==> config.mk <==
export PLATFORM = sky130hd
export DESIGN_NAME = slg_ctrl
export DESIGN_NICKNAME = d
export VERILOG_FILES = /design/src/design/slg_pkg.sv /design/src/design/slg_ctrl.sv
export SDC_FILE = /design/constraint.sdc
export NUM_CORES = 1
export LEC_CHECK = 0
export ABC_AREA = 1
export BUFFER_PORTS_ARGS = -buffer_cell sky130_fd_sc_hd__buf_4
export CORE_MARGIN = 2
export CORE_UTILIZATION = 30
export DETAILED_ROUTE_END_ITERATION = 8
export GPL_TIMING_DRIVEN = 0
export PLACE_DENSITY = 0.58
export SLEW_MARGIN = 20
export SYNTH_ARGS = -nofsm -noshare
export SYNTH_HDL_FRONTEND = slang
export SYNTH_SLANG_ARGS = --single-unit
==> constraint.sdc <==
create_clock -name clk_i -period 1.5 [get_ports clk_i]
set_input_delay 0.075 -clock clk_i [delete_from_list [all_inputs] [get_ports clk_i]]
set_output_delay 0.075 -clock clk_i [all_outputs]
set_load 0.01 [all_outputs]
==> src/design/slg_pkg.sv <==
// Shared types and constants for the spherical Life generation block.
// Used by slg_ctrl, slg_datapath and sphere_life_generation; depends on nothing.
package slg_pkg;

  // Configuration register indexes.
  localparam logic CFG_GRID_WIDTH  = 1'b0;
  localparam logic CFG_GRID_HEIGHT = 1'b1;

  // Configuration register reset value and the smallest usable sizes.
  localparam logic [6:0] CFG_RESET_VALUE = 7'd64;
  localparam logic [6:0] MIN_COLS        = 7'd3;
  localparam logic [6:0] MIN_ROWS        = 7'd2;

  // Neighbor counts of the Life rule.
  localparam int unsigned BIRTH_COUNT = 3;
  localparam int unsigned KEEP_COUNT  = 2;

  // Item commands; code 3 does nothing.
  typedef enum logic [1:0] {
    CMD_WRITE   = 2'd0,
    CMD_READ    = 2'd1,
    CMD_ADVANCE = 2'd2
  } cmd_e;

  // Row memory read address selection.
  typedef enum logic [1:0] {
    RD_ITEM,
    RD_LAST,
    RD_FIRST,
    RD_NEXT
  } rd_sel_e;

  // Controller states.
  typedef enum logic [2:0] {
    ST_IDLE,
    ST_DISPATCH,
    ST_ACCESS,
    ST_POLE_A,
    ST_POLE_B,
    ST_POLE_C,
    ST_SWEEP,
    ST_RESP
  } state_e;

  // Commands from the controller to the datapath.
  typedef struct packed {
    logic    item_ld;
    logic    res_clr;
    logic    rd_en;
    rd_sel_e rd_sel;
    logic    cell_wr;
    logic    cell_rd;
    logic    cnt_en;
    logic    bot_ld;
    logic    top_ld;
    logic    shift;
    logic    sweep_clr;
    logic    sweep_wr;
    logic    out_ld;
  } slg_ctl_t;

  // Status from the datapath to the controller.
  typedef struct packed {
    cmd_e cmd;
    logic oor;
    logic last_row;
  } slg_sts_t;

endpackage

==> src/design/slg_ctrl.sv <==
// Controller state machine for the spherical Life block.
// Depends on slg_pkg for the state type and the command and status structs.
module slg_ctrl (
  input  logic             clk_i,
  input  logic             rst_ni,
  input  logic             in_valid_i,
  output logic             in_ready_o,
  output logic             out_valid_o,
  input  logic             out_ready_i,
  input  slg_pkg::slg_sts_t sts_i,
  output slg_pkg::slg_ctl_t ctl_o
);

  slg_pkg::state_e state_q, state_d;
  logic            out_valid_q, out_valid_d;
  logic            out_free;

  // The output register can take a result when empty or being drained.
  assign out_free = !out_valid_q || out_ready_i;

  // State and output valid registers.
  always_ff @(posedge clk_i or negedge rst_ni) begin
    if (!rst_ni) begin
      state_q     <= slg_pkg::ST_IDLE;
      out_valid_q <= 1'b0;
    end else begin
      state_q     <= state_d;
      out_valid_q <= out_valid_d;
    end
  end

  // Next state.
  always_comb begin
    state_d = state_q;
    unique case (state_q)
      slg_pkg::ST_IDLE: begin
        if (in_valid_i) state_d = slg_pkg::ST_DISPATCH;
      end
      slg_pkg::ST_DISPATCH: begin
        unique case (sts_i.cmd) inside
          slg_pkg::CMD_WRITE, slg_pkg::CMD_READ: begin
            state_d = sts_i.oor ? slg_pkg::ST_RESP : slg_pkg::ST_ACCESS;
          end
          slg_pkg::CMD_ADVANCE: state_d = slg_pkg::ST_POLE_A;
          default:              state_d = slg_pkg::ST_RESP;
        endcase
      end
      slg_pkg::ST_ACCESS: state_d = slg_pkg::ST_RESP;
      slg_pkg::ST_POLE_A: state_d = slg_pkg::ST_POLE_B;
      slg_pkg::ST_POLE_B: state_d = slg_pkg::ST_POLE_C;
      slg_pkg::ST_POLE_C: state_d = slg_pkg::ST_SWEEP;
      slg_pkg::ST_SWEEP: begin
        if (sts_i.last_row) state_d = slg_pkg::ST_RESP;
      end
      slg_pkg::ST_RESP: begin
        if (out_free) state_d = slg_pkg::ST_IDLE;
      end
      default: state_d = slg_pkg::ST_IDLE;
    endcase
  end

  // Datapath commands for each state.
  always_comb begin
    ctl_o = '0;
    ctl_o.rd_sel = slg_pkg::RD_ITEM;
    unique case (state_q)
      slg_pkg::ST_IDLE: begin
        ctl_o.item_ld = in_valid_i;
      end
      slg_pkg::ST_DISPATCH: begin
        ctl_o.res_clr = 1'b1;
        unique case (sts_i.cmd) inside
          slg_pkg::CMD_WRITE, slg_pkg::CMD_READ: begin
            ctl_o.rd_en  = !sts_i.oor;
            ctl_o.rd_sel = slg_pkg::RD_ITEM;
          end
          slg_pkg::CMD_ADVANCE: begin
            ctl_o.rd_en  = 1'b1;
            ctl_o.rd_sel = slg_pkg::RD_LAST;
          end
          default: ;
        endcase
      end
      slg_pkg::ST_ACCESS: begin
        ctl_o.cell_wr = (sts_i.cmd == slg_pkg::CMD_WRITE);
        ctl_o.cell_rd = (sts_i.cmd == slg_pkg::CMD_READ);
      end
      slg_pkg::ST_POLE_A: begin
        ctl_o.rd_en  = 1'b1;
        ctl_o.rd_sel = slg_pkg::RD_FIRST;
        ctl_o.cnt_en = 1'b1;
      end
      slg_pkg::ST_POLE_B: begin
        ctl_o.rd_en  = 1'b1;
        ctl_o.rd_sel = slg_pkg::RD_NEXT;
        ctl_o.cnt_en = 1'b1;
        ctl_o.bot_ld = 1'b1;
        ctl_o.shift  = 1'b1;
      end
      slg_pkg::ST_POLE_C: begin
        ctl_o.rd_en     = 1'b1;
        ctl_o.rd_sel    = slg_pkg::RD_NEXT;
        ctl_o.top_ld    = 1'b1;
        ctl_o.shift     = 1'b1;
        ctl_o.sweep_clr = 1'b1;
      end
      slg_pkg::ST_SWEEP: begin
        ctl_o.rd_en    = 1'b1;
        ctl_o.rd_sel   = slg_pkg::RD_NEXT;
        ctl_o.sweep_wr = 1'b1;
        ctl_o.shift    = 1'b1;
      end
      slg_pkg::ST_RESP: begin
        ctl_o.out_ld = out_free;
      end
      default: ;
    endcase
  end

  // A result stays valid until its transaction completes.
  always_comb begin
    out_valid_d = out_valid_q;
    if (ctl_o.out_ld) begin
      out_valid_d = 1'b1;
    end else if (out_ready_i) begin
      out_valid_d = 1'b0;
    end
  end

  assign in_ready_o  = (state_q == slg_pkg::ST_IDLE);
  assign out_valid_o = out_valid_q;

endmodule

==> flow_summary.ini <==
[clocking]
clkSlewWorstSetupHoldPaths_ps = 30
cts_buffers = 3
worst_skew_pair.late_latency_ps = 230
cts_root_buf = clkbuf_4
cts_sinks = 4
cts_tree = yes
clockBufferDepth = 2
h-tree-depth = 1

[layout]
fin_util = 0.494
drive_gt1_frac = 0.506
regArea_sq_um = 101
layout.cells.non_filler = 100
antenna_cells = 0
num-fill-cells = 137
fin_nets = 95
area_growth_pct = 58.0
multi_input_area_sq_um = 230

[die]
die_h_um = 40.4
fp.coreArea_sq_mm = 0.00127
start_util = 0.313
dieArea_sq_mm = 0.00163
io_pins = 24
die_x_um = 40.4
rows = 13

[worst_setup_path]
crit_required_ps = 1420
cp_max_fo = 7
reg2reg_depth = 7
r2r_slack_ps = 370
crit_start = state_q[1]
rr_startpoint = state_q[0]
worst_ep_arrival_time_ps = 1290
worstSetupStartpointType = flop
endpoint_kind = output pin
endpoint = ctl_o[9]
path_class = reg2out
regToRegEndpoint = state_q[0]

[routing]
drtPass1Iterations = 2
vias = 428
wire_per_inst_um = 8.57
routed_wl_um = 857
remaining_drc_errors = 0
via_per_inst = 4.28
drtIter0Drc = 6
ant_nets = 0

[sta]
tightest_slew_ps = 240
maxClockFrequency_ghz = 0.731
min_period_ps = 1370
finalHoldViolCount = 0
setup_violations = 0
grt_setup_unrepaired = no
fin_crit_sh = 0.912
max_slew_margin = 0.840
hold_slack_ps = 137
drv_slew = 0
clock_skew_ps = 1.02
setup-tns-final_ps = 0

[outcome]
status = finished clean

[grt]
grt_use_total = 0.113
grtUsageMet2 = 0.171
busiest_layer = met2
grt_first_pass_wirelength_um = 1230
use_met3 = 0.0333
grt_overflow = 0
grt_pass1_vias = 317
grt_max_degree = 9
use_met1 = 0.156
antenna_found_initial = 0

[synth]
synth_ff_type = dfrtp_1
synth_cells = 58
synth.area.top_cells = dfrtp_1 25%, nand2_1 12%, inv_1 9.5%, nand3_1 6.3%, nor2_2 6.3%
synth_top_area_share = 0.252
synthTopCellsByCount = 13 x nand2_1, 10 x inv_1, 5 x nand3_1
synthArstFlopShare = 1.00
netlist_area_sq_um = 397
syn_avg_cell_area_sq_um = 6.84
yosysTopAreaCell = dfrtp_1
synth_edf_count = 0
synth_fp_nets = 66
synthDistinctLibCells = 20
yosysSeqAreaShare = 0.252
yosysWarnings = 0
yosysMostFrequentCell = nand2_1
ys_ff_latch = 4

[placed_design]
place_inst = 96
io_buffers = 23
gp_congestion = 0.761
dpl.hpwl_um = 738

[flow_run]
cap_violations = 0

[pwr]
vdd_ir_drop_max_mv = 0.713
power_density_mw_per_mm2 = 2040
p_total_mw = 1.28
p_leak_nw = 0.377

[min_path]
hp-class = in2reg
## stage by stage
step / cell area, sq um / setup WS (ps)
2_1_floorplan: 397 / 418
3_3_place_gp: 588 / 291
3_5_place_dp: 588 / 292
4_1_cts: 621 / 44.3
5_1_grt: 627 / 25.4
6_report: 627 / 132
## routing by layer
metal	wire length, um	vias up
li1	-	232
met1	386	188
met2	438	8
met3	32	0
met4	0	0
met5	0	-
## placed cells by master, fill, tap and decap left out
| cell type | n |
|---|---|
| nor2_2 | 3 |
| inv_1 | 10 |
| nand3_1 | 5 |
| nor2_8 | 1 |
| a21oi_2 | 1 |
| clkbuf_4 | 3 |
| a21oi_1 | 1 |
| nand3_2 | 2 |
| dfrtp_2 | 1 |
| dlygate4sd3_1 | 1 |
| o21ai_1 | 2 |
| nor3_1 | 1 |
| buf_6 | 1 |
| nand2_1 | 13 |
| buf_4 | 25 |
| nand2_2 | 1 |
| nor2_1 | 4 |
| nor2_4 | 1 |
| nand2_4 | 1 |
| o21ai_0 | 1 |
| o21bai_1 | 1 |
| dfrtp_1 | 3 |
| o31ai_2 | 1 |
| inv_2 | 2 |
## sequential cells by signal, indices dropped and copies added, names as in the netlist
name,cells
state_q,3
out_valid_o,1
## worst min-delay path by stage
stage                     from          end  slack (ps)  cells past startpoint
global route        in_valid_i   state_q[1]         160                      3
floorplan               rst_ni  out_valid_o        -220                      0
global placement        rst_ni  out_valid_o        -130                      1
detailed placement      rst_ni  out_valid_o        -130                      1
CTS                 in_valid_i   state_q[2]         140                      3
finish              in_valid_i   state_q[2]         140                      3
## report_power, final
group / internal (mW) / leakage, nW / switching (mW) / total (mW)
logic: 0.446 / 0.319 / 0.474 / 0.920
registers: 0.166 / 0.0447 / 0.0695 / 0.235
clock network: 0.0890 / 0.0138 / 0.0371 / 0.126
## worst max-delay path, cell delays in order, from the launching register on
cell and delay [ps]:
dfrtp_2 450, nor2_4 170, nand2_1 100, o31ai_2 190, buf_4 150
## logic make-up (layout without fill, tap and decap cells)
logic type,Yosys count,in the layout,share of synthesized area
DFF,4,4,0.252
and+or+nand+nor,32,32,0.445
AOI/OAI and AO/OA,7,7,0.123
buffers and inverters,15,42,0.180
## layout make-up
class	count	share of cell area
Clock buffer	3	0.0359
Timing Repair Buffer	24	0.291
Sequential cell	4	0.162
Inverter	12	0.0719
Tap cell	15	0.0299
Buffer	3	0.0419
Multi-Input combinational cell	39	0.367
## repair_timing
action,CTS,global route
gates resized for setup,0,2
hold buffers,1,0
endpoints found under the hold margin,4,0
setup buffers,0,0
endpoints found under the setup margin,0,2
Note: power is estimated with default switching activity, not from simulation.
